### src/design/med_pkg.sv
// ============================================================================
// med_pkg : shared types and constants of the envelope detector
// Field widths, configuration register indexes and the root unit result type.
// ============================================================================
package med_pkg;

    localparam int CH_W     = 3;   // channel field
    localparam int SAMPLE_W = 16;  // Q1.15 sample
    localparam int COEF_W   = 16;  // Q0.16 coefficient
    localparam int LEVEL_W  = 31;  // stored detector value
    localparam int ENV_W    = 16;  // envelope result
    localparam int CFG_IDX_W = 2;

    localparam logic [CFG_IDX_W-1:0] REG_ATTACK_COEF  = 2'd0;
    localparam logic [CFG_IDX_W-1:0] REG_RELEASE_COEF = 2'd1;
    localparam logic [CFG_IDX_W-1:0] REG_LEVEL_MODE   = 2'd2;

    localparam logic MODE_PEAK = 1'b0;
    localparam logic MODE_RMS  = 1'b1;

    typedef struct packed {
        logic             done;
        logic [ENV_W-1:0] root;
    } sqrt_result_t;

endpackage

### src/design/med_ram.sv
// ============================================================================
// med_ram : generic single-write, single-read RAM
// One write port, one read port, read data registered.
// ============================================================================
module med_ram #(
    parameter  int WIDTH  = 31,
    parameter  int DEPTH  = 8,
    localparam int ADDR_W = (DEPTH > 1) ? $clog2(DEPTH) : 1
) (
    input  logic              clk,
    input  logic              we,
    input  logic [ADDR_W-1:0] waddr,
    input  logic [WIDTH-1:0]  wdata,
    input  logic [ADDR_W-1:0] raddr,
    output logic [WIDTH-1:0]  rdata
);

    logic [WIDTH-1:0] mem [DEPTH];
    logic [WIDTH-1:0] rdata_reg;

    always_ff @(posedge clk)
    begin
        if (we)
        begin
            mem[waddr] <= wdata;
        end
        rdata_reg <= mem[raddr];
    end

    assign rdata = rdata_reg;

endmodule

### src/design/med_sqrt.sv
// ============================================================================
// med_sqrt : iterative floor square root
// Restoring digit-by-digit root of a 31-bit value, one root bit per cycle.
// ============================================================================
module med_sqrt (
    input  logic                          clk,
    input  logic                          rst_n,
    input  logic                          start,
    input  logic [med_pkg::LEVEL_W-1:0]   radicand,
    output med_pkg::sqrt_result_t         result
);
    import med_pkg::*;

    localparam int X_W   = 2 * ENV_W;
    localparam int REM_W = ENV_W + 4;
    localparam int CNT_W = $clog2(ENV_W);

    logic [X_W-1:0]   x_reg,    x_next;
    logic [REM_W-1:0] rem_reg,  rem_next;
    logic [ENV_W-1:0] root_reg, root_next;
    logic [CNT_W-1:0] cnt_reg,  cnt_next;
    logic             busy_reg, busy_next;
    logic             done_reg, done_next;

    logic [REM_W-1:0] rem_sh;
    logic [REM_W-1:0] trial;

    // bring down the next two radicand bits, try root*4+1
    assign rem_sh = {rem_reg[REM_W-3:0], x_reg[X_W-1 -: 2]};
    assign trial  = REM_W'({root_reg, 2'b01});

    always_comb
    begin
        x_next    = x_reg;
        rem_next  = rem_reg;
        root_next = root_reg;
        cnt_next  = cnt_reg;
        busy_next = busy_reg;
        done_next = 1'b0;
        if (start)
        begin
            x_next    = X_W'(radicand);
            rem_next  = '0;
            root_next = '0;
            cnt_next  = CNT_W'(ENV_W - 1);
            busy_next = 1'b1;
        end
        else if (busy_reg)
        begin
            x_next = {x_reg[X_W-3:0], 2'b00};
            if (rem_sh >= trial)
            begin
                rem_next  = rem_sh - trial;
                root_next = {root_reg[ENV_W-2:0], 1'b1};
            end
            else
            begin
                rem_next  = rem_sh;
                root_next = {root_reg[ENV_W-2:0], 1'b0};
            end
            cnt_next = cnt_reg - 1'b1;
            if (cnt_reg == '0)
            begin
                busy_next = 1'b0;
                done_next = 1'b1;
            end
        end
    end

    always_ff @(posedge clk or negedge rst_n)
    begin
        if (!rst_n)
        begin
            busy_reg <= 1'b0;
            done_reg <= 1'b0;
            cnt_reg  <= '0;
        end
        else
        begin
            busy_reg <= busy_next;
            done_reg <= done_next;
            cnt_reg  <= cnt_next;
        end
    end

    always_ff @(posedge clk)
    begin
        x_reg    <= x_next;
        rem_reg  <= rem_next;
        root_reg <= root_next;
    end

    assign result.done = done_reg;
    assign result.root = root_reg;

endmodule

### src/design/multichannel_envelope_detector.sv
// ============================================================================
// multichannel_envelope_detector : attack/release envelope follower, peak or RMS
// Each request carries a channel number and a signed Q1.15 sample and returns
// one envelope value. The per-channel detector values live in a small RAM
// that is read, updated and written back once per request; one request is in
// flight at a time. The RAM read happens at the accepting edge. A request
// passes through difference, multiply, write-back and output from acceptance
// to a loaded result in peak mode; in RMS mode the 16-step iterative square
// root unit runs between write-back and output. An out-of-range channel goes
// straight to output and returns zero. A new request is taken the cycle after
// the result is loaded, even while that result still waits downstream, so
// no new request is taken before the last one's result is loaded. Writing
// level_mode clears every channel at once through per-channel valid flags;
// no clearing pass is needed.
// Configure only while the block is idle.
// ============================================================================
module multichannel_envelope_detector #(
    parameter int CHANNELS = 8
) (
    input  logic                            clk,
    input  logic                            rst_n,
    // configuration
    input  logic                            cfg_write,
    input  logic [med_pkg::CFG_IDX_W-1:0]   cfg_index,
    input  logic [med_pkg::COEF_W-1:0]      cfg_data,
    // request channel
    input  logic                            in_valid,
    output logic                            in_stall,
    input  logic [med_pkg::CH_W-1:0]        channel,
    input  logic signed [med_pkg::SAMPLE_W-1:0] sample,
    // result channel
    output logic                            out_valid,
    input  logic                            out_stall,
    output logic [med_pkg::ENV_W-1:0]       envelope
);
    import med_pkg::*;

    localparam int ADDR_W = (CHANNELS > 1) ? $clog2(CHANNELS) : 1;
    localparam int DIFF_W = LEVEL_W + 2;
    localparam int PROD_W = DIFF_W + COEF_W + 1;

    localparam logic [2:0] S_IDLE = 3'd0;
    localparam logic [2:0] S_READ = 3'd1;
    localparam logic [2:0] S_MUL  = 3'd2;
    localparam logic [2:0] S_WB   = 3'd3;
    localparam logic [2:0] S_ROOT = 3'd4;
    localparam logic [2:0] S_OUT  = 3'd5;

    // configuration registers
    logic [COEF_W-1:0]   attack_reg,  attack_next;
    logic [COEF_W-1:0]   release_reg, release_next;
    logic                mode_reg,    mode_next;
    logic [CHANNELS-1:0] valid_reg,   valid_next;

    // control
    logic [2:0]          state_reg,   state_next;
    logic                out_valid_reg, out_valid_next;

    // datapath
    logic [ADDR_W-1:0]        addr_reg,     addr_next;
    logic [LEVEL_W-1:0]       level_reg,    level_next;
    logic signed [DIFF_W-1:0] diff_reg,     diff_next;
    logic [COEF_W-1:0]        coef_reg,     coef_next;
    logic signed [PROD_W-1:0] prod_reg,     prod_next;
    logic [ENV_W-1:0]         env_reg,      env_next;
    logic [ENV_W-1:0]         envelope_reg, envelope_next;

    logic                     in_accept;
    logic                     ch_ok;
    logic [SAMPLE_W-1:0]      mag;
    logic signed [2*SAMPLE_W-1:0] square;
    logic [LEVEL_W-1:0]       y_cur;
    logic signed [PROD_W-1:0] adj;
    logic signed [PROD_W-1:0] ny_full;
    logic [LEVEL_W-1:0]       ny;

    logic                ram_we;
    logic [ADDR_W-1:0]   ram_raddr;
    logic [LEVEL_W-1:0]  ram_rdata;

    logic                sqrt_start;
    sqrt_result_t        sqrt_res;

    assign in_stall  = (state_reg != S_IDLE);
    assign in_accept = in_valid && (state_reg == S_IDLE);
    assign ch_ok     = (32'(channel) < CHANNELS);

    // detected level: magnitude or square
    assign mag    = sample[SAMPLE_W-1] ? SAMPLE_W'(-sample) : SAMPLE_W'(sample);
    assign square = sample * sample;

    // an entry not written since the last clear reads as zero
    assign y_cur = valid_reg[addr_reg] ? ram_rdata : '0;

    // floor shift: arithmetic shift rounds toward minus infinity
    assign adj     = prod_reg >>> COEF_W;
    assign ny_full = $signed({{(PROD_W-LEVEL_W){1'b0}}, level_reg}) + adj;
    assign ny      = ny_full[LEVEL_W-1:0];

    assign ram_raddr  = (state_reg == S_IDLE) ? ADDR_W'(channel) : addr_reg;
    assign ram_we     = (state_reg == S_WB);
    assign sqrt_start = (state_reg == S_WB) && (mode_reg == MODE_RMS);

    med_ram #(
        .WIDTH (LEVEL_W),
        .DEPTH (CHANNELS)
    ) u_level_ram (
        .clk   (clk),
        .we    (ram_we),
        .waddr (addr_reg),
        .wdata (ny),
        .raddr (ram_raddr),
        .rdata (ram_rdata)
    );

    med_sqrt u_sqrt (
        .clk      (clk),
        .rst_n    (rst_n),
        .start    (sqrt_start),
        .radicand (ny),
        .result   (sqrt_res)
    );

    always_comb
    begin
        attack_next    = attack_reg;
        release_next   = release_reg;
        mode_next      = mode_reg;
        valid_next     = valid_reg;
        state_next     = state_reg;
        addr_next      = addr_reg;
        level_next     = level_reg;
        diff_next      = diff_reg;
        coef_next      = coef_reg;
        prod_next      = prod_reg;
        env_next       = env_reg;
        envelope_next  = envelope_reg;
        // drop the result once downstream takes it
        out_valid_next = out_valid_reg && out_stall;

        if (cfg_write)
        begin
            case (cfg_index)
                REG_ATTACK_COEF:  attack_next  = cfg_data;
                REG_RELEASE_COEF: release_next = cfg_data;
                REG_LEVEL_MODE:
                begin
                    mode_next  = cfg_data[0];
                    valid_next = '0;
                end
                default: ;
            endcase
        end

        case (state_reg)
            S_IDLE:
            begin
                if (in_accept)
                begin
                    addr_next  = ADDR_W'(channel);
                    level_next = (mode_reg == MODE_RMS) ? LEVEL_W'(square)
                                                        : LEVEL_W'(mag);
                    if (ch_ok)
                    begin
                        state_next = S_READ;
                    end
                    else
                    begin
                        env_next   = '0;
                        state_next = S_OUT;
                    end
                end
            end
            S_READ:
            begin
                // y - d, and pick attack when the level rises
                diff_next  = $signed({2'b00, y_cur}) - $signed({2'b00, level_reg});
                coef_next  = (level_reg > y_cur) ? attack_reg : release_reg;
                state_next = S_MUL;
            end
            S_MUL:
            begin
                prod_next  = $signed({{(PROD_W-COEF_W){1'b0}}, coef_reg})
                           * $signed({{(PROD_W-DIFF_W){diff_reg[DIFF_W-1]}}, diff_reg});
                state_next = S_ROOT;
                if (mode_reg == MODE_PEAK)
                begin
                    state_next = S_WB;
                end
                else
                begin
                    state_next = S_WB;
                end
            end
            S_WB:
            begin
                // write back and mark the entry live
                valid_next[addr_reg] = 1'b1;
                if (mode_reg == MODE_RMS)
                begin
                    state_next = S_ROOT;
                end
                else
                begin
                    env_next   = ny[ENV_W-1:0];
                    state_next = S_OUT;
                end
            end
            S_ROOT:
            begin
                if (sqrt_res.done)
                begin
                    env_next   = sqrt_res.root;
                    state_next = S_OUT;
                end
            end
            S_OUT:
            begin
                // hold until the output register is free
                if (!out_valid_reg || !out_stall)
                begin
                    out_valid_next = 1'b1;
                    envelope_next  = env_reg;
                    state_next     = S_IDLE;
                end
            end
            default:
            begin
                state_next = S_IDLE;
            end
        endcase
    end

    always_ff @(posedge clk or negedge rst_n)
    begin
        if (!rst_n)
        begin
            attack_reg    <= '0;
            release_reg   <= '0;
            mode_reg      <= MODE_PEAK;
            valid_reg     <= '0;
            state_reg     <= S_IDLE;
            out_valid_reg <= 1'b0;
        end
        else
        begin
            attack_reg    <= attack_next;
            release_reg   <= release_next;
            mode_reg      <= mode_next;
            valid_reg     <= valid_next;
            state_reg     <= state_next;
            out_valid_reg <= out_valid_next;
        end
    end

    always_ff @(posedge clk)
    begin
        addr_reg     <= addr_next;
        level_reg    <= level_next;
        diff_reg     <= diff_next;
        coef_reg     <= coef_next;
        prod_reg     <= prod_next;
        env_reg      <= env_next;
        envelope_reg <= envelope_next;
    end

    assign out_valid = out_valid_reg;
    assign envelope  = envelope_reg;

endmodule
### config.mk
export PLATFORM = sky130hd
export DESIGN_NAME = multichannel_envelope_detector
export DESIGN_NICKNAME = d
export VERILOG_FILES = /design/src/design/med_pkg.sv /design/src/design/med_ram.sv /design/src/design/med_sqrt.sv /design/src/design/multichannel_envelope_detector.sv
export SDC_FILE = /design/constraint.sdc
export NUM_CORES = 2
export LEC_CHECK = 0
export BUFFER_PORTS_ARGS = -buffer_cell sky130_fd_sc_hd__buf_4
export CORE_MARGIN = 2
export CORE_UTILIZATION = 52
export CTS_CLUSTER_SIZE = 25
export DETAILED_ROUTE_END_ITERATION = 16
export PLACE_DENSITY = 0.64
export SYNTH_ARGS = -nofsm -noshare
export SYNTH_HDL_FRONTEND = slang
export SYNTH_SLANG_ARGS = --single-unit
### constraint.sdc
create_clock -name clk -period 16.2 [get_ports clk]
set_input_delay 0.81 -clock clk [delete_from_list [all_inputs] [get_ports clk]]
set_output_delay 0.81 -clock clk [all_outputs]
set_load 0.02 [all_outputs]
Yosys cells after proc, flatten, opt, wreduce, memory -nomap -nowiden
Memories as Yosys holds them, arrays and structs flattened. A register that Yosys moved wholly into a read port is not among the register bits. Index checks and enable logic that the tools add are counted.

Bitwise logic cells: 1. Equality and inequality tests: 11. $lt $le $gt $ge: 4. $mul: 2. Muxes and demuxes: 36. Reductions and logical operators: 20. Add/sub/neg operators: 5.

Operators with widths (count): two-way mux 31 bit (3); two-way mux 16 bit (5); multiplier 17 x 32 -> 47 bit (1); case mux 16 bit (2 select lines) (1); subtractor 31 x 31 -> 32 bit (1); adder 31 bit (1); greater-than comparator 31 bit (1); multiplier 16 x 16 -> 31 bit (1); two-way mux 8 bit (3); >= comparator 20 x 18 -> 1 bit (1); two-way mux 18 bit (1); case mux 3 bit (6 select lines) (1); subtractor 18 bit (1); negator 16 bit (1); two-way mux 1 bit (14); two-way mux 3 bit (4); AND reduction 2 bit (5); two-way mux 4 bit (2); bitwise OR 8 bit (1); == test 3 x 2 -> 1 bit, second input constant (2); == test 3 bit, second input constant (2); inequality test 2 bit, second input constant (3); AND reduction 3 bit (2); logical AND 1 bit (4); other kinds (16) (18).

Output and inout port bits: 18. Word-level logic and storage cells: 101. Memory bits (writable): 248. Register bits after elaboration: 278. Memories kept: 1. Bits of input ports: 42.

Memories: u_level_ram.mem (depth 8, width 31, rd ports 1, clocked after Yosys merged registers in 1, wr ports 1, line med_ram.sv:18) `logic [WIDTH-1:0] mem [DEPTH];`.

Logic depth before layout (Yosys ltp)
Word-level depth: 6. Gate-level depth with buffers: 27. Depth with buffers taken out: 26.

Hierarchy
A second synthesis with hierarchy kept.

Cells, all modules: 4492. Area, all modules: 49944.2 um^2.

Modules (own cells, without submodules): multichannel_envelope_detector (cells an instance 3712, sequential area each 5480.3 um^2, times used 1, area an instance 35775.6 um^2); med_ram (cells an instance 402, sequential area each 8067.7 um^2, times used 1, area an instance 10221.1 um^2); med_sqrt (cells an instance 378, sequential area each 1781.7 um^2, times used 1, area an instance 3947.5 um^2).

Worst setup path after synthesis
OpenSTA, ideal clock, no wires.

Path type: input -> register. Start point: input sample[6] (netlist name). End point: register level_reg[29], data pin. Slack: 9.320 ns. Stages: 25. Buffers on the path: 2. Setup time: 0.154 ns. Data required time: 16.046 ns. Data arrival time: 6.726 ns. Path through: clkbuf_1 > clkbuf_1 > nand2_1 > fa_1 > inv_1 > fa_1 > inv_1 > fa_1 > inv_1 > fa_1 > fa_1 > inv_1 > fa_1 > inv_1 > ha_1 > o2111ai_1 > o211a_1 > o21a_1 > o31ai_1 > a21o_1 > nand2_1 > o21ai_1 > a21oi_1 > or4_1 > a21boi_0.

Longest elaborated chain between the ends: 1.

RTL lines: start, declared (line multichannel_envelope_detector.sv:30) `input logic signed [med_pkg::SAMPLE_W-1:0] sample,`; multiplier 16 x 16 -> 31 bit (line multichannel_envelope_detector.sv:90) `assign square = sample * sample;`; end signal, assigned (line multichannel_envelope_detector.sv:259) `level_reg <= level_next;`; end, declared (line multichannel_envelope_detector.sv:61) `logic [LEVEL_W-1:0] level_reg, level_next;`.

Every way passes these cells. A chain may end at the register's enable or synchronous reset.

Final worst setup path
Start point: input sample[15] (netlist name). End point: register level_reg[29], data pin.

Same word-level chain as after synthesis.

==> run summary <==
=================================================================================================================
Outcome                                                                                              finished clean
Compound-gate portion of the synthesized area                                                               5.87%
Clock buffer count from CTS                                                                                    53
Worst-case clock skew                                                                                     68.9 ps
Number of standard-cell rows in the floorplan                                                                 113
Area share of the largest cell type after synthesis                                                         28.6%
Hold slack                                                                                                 236 ps
Proportion of synthesized chip area in sequential cells                                                     31.0%
Number of top-level pins                                                                                       60
Antenna violations before repair                                                                                1
Post-synth ARST share                                                                                       9.43%
CTS-repair resized insts                                                                                        0
Average routed wire per standard cell                                                                     19.3 um
Final RePlAce weighted congestion                                                                           0.883
Slew Limit Fails                                                                                                0
Pin count of the biggest net entering global routing                                                           91
Number of different library cells in the post-synthesis netlist                                                75
IO buf count                                                                                                   59
Clock root buffer master                                                                             sky130_fd_sc_hd__clkbuf_16
Fraction of final layout cells with drive strength greater than 1                                           6.22%
DRC violation total after the first TritonRoute iteration                                                   2,266
Clock Tree Buf Depth                                                                                            3
Worst setup slack after layout                                                                            9180 ps
Number of flip-flops in the largest register                                                                  248
Headroom to the max-slew limit                                                                              21.6%
Cells taking the most area after synthesis                                                           sky130_fd_sc_hd__fa_1 29%, sky130_fd_sc_hd__edfxtp_1 26%, sky130_fd_sc_hd__ha_1 7.1%, sky130_fd_sc_hd__inv_1 6.6%, sky130_fd_sc_hd__nand2_1 5.9%
Comb pwr share                                                                                              53.2%
Classification of the worst setup path                                                               input port to register
Slew at the pin with the worst max-slew slack                                                             1170 ps
Yosys top cell by area                                                                               sky130_fd_sc_hd__fa_1
Total iterations of the first detailed-routing run                                                              6
Number of nets in the finished design                                                                       5,838
Total clock sinks                                                                                             541
XOR/XNOR Fraction of Synth Area                                                                             2.73%
Final design utilization                                                                                    56.1%
Final number of setup-violating endpoints                                                                       0
Aggregate routed wire length                                                                           118,000 um
Tot GR Track Use                                                                                            24.8%
Power per unit of standard cell area                                                                  114 mW/mm^2
Post-cts hold buffer count                                                                                      0
Die height                                                                                                 312 um
Basic-gate share of the synthesized area counting and, or, nand and nor cells                               14.4%
Dominant register cell in the synthesized netlist                                                    sky130_fd_sc_hd__edfxtp_1
Cell count after synthesis                                                                                  4,838
Worst Setup Slack post-DPL                                                                                8640 ps
Hold Crit Class                                                                                      input port to asynchronous set/reset pin
Warning count from the yosys run                                                                                0
Number of enable-type register cells in the synthesized netlist                                               424
Clock-pin slew reported for the worst setup and hold paths after clock tree synthesis                       60 ps
Count of unresolved DRC violations after routing                                                                0
Number of synthesized register bits                                                                           541
Worst Setup End Kind                                                                                     register
Number of global-route vias before repair                                                                  33,924
Switching part of the total power                                                                           39.0%
Mux contribution to synthesized area                                                                        2.24%
Overflow left after global routing                                                                              0
Number of filler cells placed in the layout                                                                 8,208
Routed vias/inst                                                                                             5.40
Final period util                                                                                           43.3%
Highest ir drop seen on vdd                                                                              0.173 mV
Arithmetic-cell share of the synthesized area counting full adders, half adders and majority gates          35.7%
CTS tree                                                                                                      yes
Net switching power of the design                                                                         2.36 mW
Clock latency on the worst-skew pair                                                                       640 ps
Horizontal die dimension                                                                                   312 um
Wire length of the first global-routing pass                                                           190,000 um
Total number of vias                                                                                       33,059
Critical-path maximum fanout                                                                                   23
Maximum level of the CTS H-tree                                                                                 2
Required time reported for the critical path endpoint                                                   16,640 ps
Clock network fraction of total power                                                                       20.6%
Per-instance average area after synthesis                                                               10.2 um^2
Category of the worst setup path launch point                                                          input port
Overall die area                                                                                      0.0976 mm^2
Combined area of all synthesized cells                                                                0.0495 mm^2
RSZ-0062 raised after global routing                                                                           no
Number of setup buffers added after CTS                                                                         0
Starting density of the core                                                                                52.3%
Final count of hold timing violations                                                                           0
Depth of the worst register-to-register path                                                                   21
Dominant combinational cell family by area after synthesis                                            adder cells
# Max-Cap Violations                                                                                            0
Fmax                                                                                                      142 MHz
Post-detailed-placement half-perimeter wirelength                                                       87,400 um
Internal power consumption                                                                                3.70 mW
Synthesized netlist net count                                                                               5,866
Worst Path Arrival                                                                                        7460 ps
Sum Neg Setup Slack                                                                                          0 ps
Final min period                                                                                          7020 ps
Power share of the sequential group                                                                         26.1%
Signed area change from the synthesized netlist to the final layout                                         7.23%
Core area                                                                                             0.0946 mm^2
Lkg Pwr                                                                                                   24.2 nW
Number of nets with antenna violations after detailed routing                                                   0
=================================================================================================================
-- cell families (layout without fill, tap and decap cells) --
family          after synthesis  count (layout)
simple gates               1545            1545
mux                          97              97
fa+ha+maj                   986             986
buf+inv                    1067            1084
other cells                   0               1
xor+xnor                    154             154
compound gates              448             448
flops                       541             541
-- metrics by stage --
stage | total power [mW] | cells | instance area (um^2)
after floorplan | 4.10 | 4838 | 49500
after global placement | 4.77 | 6020 | 51300
after detailed placement | 4.82 | 6020 | 51300
after CTS | 6.09 | 6120 | 53000
after global routing | 6.61 | 6120 | 53000
final | 6.06 | 6121 | 53000
-- layout by cell type (no fill, tap or decap), types with 11 or more instances in the layout --
master / Yosys / layout
sky130_fd_sc_hd__xnor2_1: 105 / 105
sky130_fd_sc_hd__dfrtp_1: 51 / 50
sky130_fd_sc_hd__fa_1: 706 / 706
sky130_fd_sc_hd__nand2_1: 783 / 783
sky130_fd_sc_hd__clkinv_2: 0 / 13
sky130_fd_sc_hd__dfxtp_1: 66 / 66
sky130_fd_sc_hd__nand4_1: 13 / 13
sky130_fd_sc_hd__a21o_1: 67 / 67
sky130_fd_sc_hd__o31ai_1: 11 / 11
sky130_fd_sc_hd__xor2_1: 49 / 49
sky130_fd_sc_hd__inv_1: 871 / 871
sky130_fd_sc_hd__nor3_1: 26 / 21
sky130_fd_sc_hd__mux2_2: 51 / 51
sky130_fd_sc_hd__o21ai_0: 132 / 129
sky130_fd_sc_hd__nor2b_1: 48 / 48
sky130_fd_sc_hd__ha_1: 280 / 280
sky130_fd_sc_hd__clkbuf_16: 0 / 53
sky130_fd_sc_hd__o21bai_1: 12 / 12
sky130_fd_sc_hd__mux2i_1: 34 / 30
sky130_fd_sc_hd__edfxtp_1: 424 / 424
sky130_fd_sc_hd__and3_1: 13 / 13
sky130_fd_sc_hd__buf_4: 0 / 107
sky130_fd_sc_hd__nor2_1: 163 / 161
sky130_fd_sc_hd__and2_1: 249 / 247
sky130_fd_sc_hd__o21a_1: 26 / 26
sky130_fd_sc_hd__nand3_1: 171 / 171
sky130_fd_sc_hd__a21oi_1: 98 / 98
sky130_fd_sc_hd__a211oi_1: 26 / 26
sky130_fd_sc_hd__clkinv_1: 4 / 13
sky130_fd_sc_hd__nand2b_1: 27 / 27
-- cell type report --
cell class,count,area [um^2],area share [%]
multi-input cells,3230,30300,57.0
flip-flops and latches,541,15300,28.9
inverters,877,3290,6.21
well taps,1265,1580,2.98
clock buffers,63,1380,2.61
repair buffers,107,803,1.51
clock inverters,37,385,0.727
diodes,1,2.50,0.00472
-- Yosys cell counts, types with 27 or more instances --
library cell,instances
sky130_fd_sc_hd__a21o_1,67
sky130_fd_sc_hd__a21oi_1,98
sky130_fd_sc_hd__and2_1,249
sky130_fd_sc_hd__clkbuf_1,185
sky130_fd_sc_hd__dfrtp_1,51
sky130_fd_sc_hd__dfxtp_1,66
sky130_fd_sc_hd__edfxtp_1,424
sky130_fd_sc_hd__fa_1,706
sky130_fd_sc_hd__ha_1,280
sky130_fd_sc_hd__inv_1,871
sky130_fd_sc_hd__mux2_2,51
sky130_fd_sc_hd__mux2i_1,34
sky130_fd_sc_hd__nand2_1,783
sky130_fd_sc_hd__nand2b_1,27
sky130_fd_sc_hd__nand3_1,171
sky130_fd_sc_hd__nor2_1,163
sky130_fd_sc_hd__nor2b_1,48
sky130_fd_sc_hd__o21ai_0,132
sky130_fd_sc_hd__xnor2_1,105
sky130_fd_sc_hd__xor2_1,49
-- worst max-delay path, cell delays in order --
cell                        delay [ps]
sky130_fd_sc_hd__buf_4             220
sky130_fd_sc_hd__clkinv_1          530
sky130_fd_sc_hd__nor2_1            360
sky130_fd_sc_hd__xnor2_1           100
sky130_fd_sc_hd__ha_1              280
sky130_fd_sc_hd__inv_1              50
sky130_fd_sc_hd__fa_1              480
sky130_fd_sc_hd__inv_1              50
sky130_fd_sc_hd__fa_1              500
sky130_fd_sc_hd__fa_1              430
sky130_fd_sc_hd__fa_1              490
sky130_fd_sc_hd__inv_1              50
sky130_fd_sc_hd__fa_1              470
sky130_fd_sc_hd__inv_1              40
sky130_fd_sc_hd__ha_1              390
sky130_fd_sc_hd__o2111ai_1         180
sky130_fd_sc_hd__o211a_1           230
sky130_fd_sc_hd__o21a_1            120
sky130_fd_sc_hd__o31ai_1           350
sky130_fd_sc_hd__a21o_1            190
sky130_fd_sc_hd__nand2_1           100
sky130_fd_sc_hd__o21ai_1           260
sky130_fd_sc_hd__a21oi_1           130
sky130_fd_sc_hd__or4_1             470
sky130_fd_sc_hd__a21boi_0          180
-- power groups by stage --
stage | sequential (mW) | combinational (mW) | clock, mW
CTS | 1.58 | 3.23 | 1.27
finish | 1.58 | 3.23 | 1.25
detailed placement | 1.61 | 3.21 | 0
floorplan | 1.61 | 2.49 | 0
global placement | 1.61 | 3.15 | 0
global route | 1.58 | 3.70 | 1.33
-- worst paths after layout --
| check | from | to | slack (ps) |
|---|---|---|---|
| max | sample[15] | level_reg[29] | 9180 |
| min | rst_n | release_reg[3] | 240 |
| max reg2reg | diff_reg[10] | prod_reg[46] | 9280 |
| min reg2reg | env_reg[7] | envelope[7] | 420 |
| max in group asynchronous | rst_n | u_sqrt.busy_reg | 15450 |
| min in group clk | channel[2] | addr_reg[2] | 380 |
-- layer usage --
metal  vias up  part of all wire [%]  global-route usage [%]
li1      15172                     -                       -
met1     16847                    45                    35.8
met2       917                    49                    41.5
met3       123                   5.1                    1.98
met4         0                   1.7                    4.83
met5         -                     0                       0
Power figures use the tool's default switching activity.
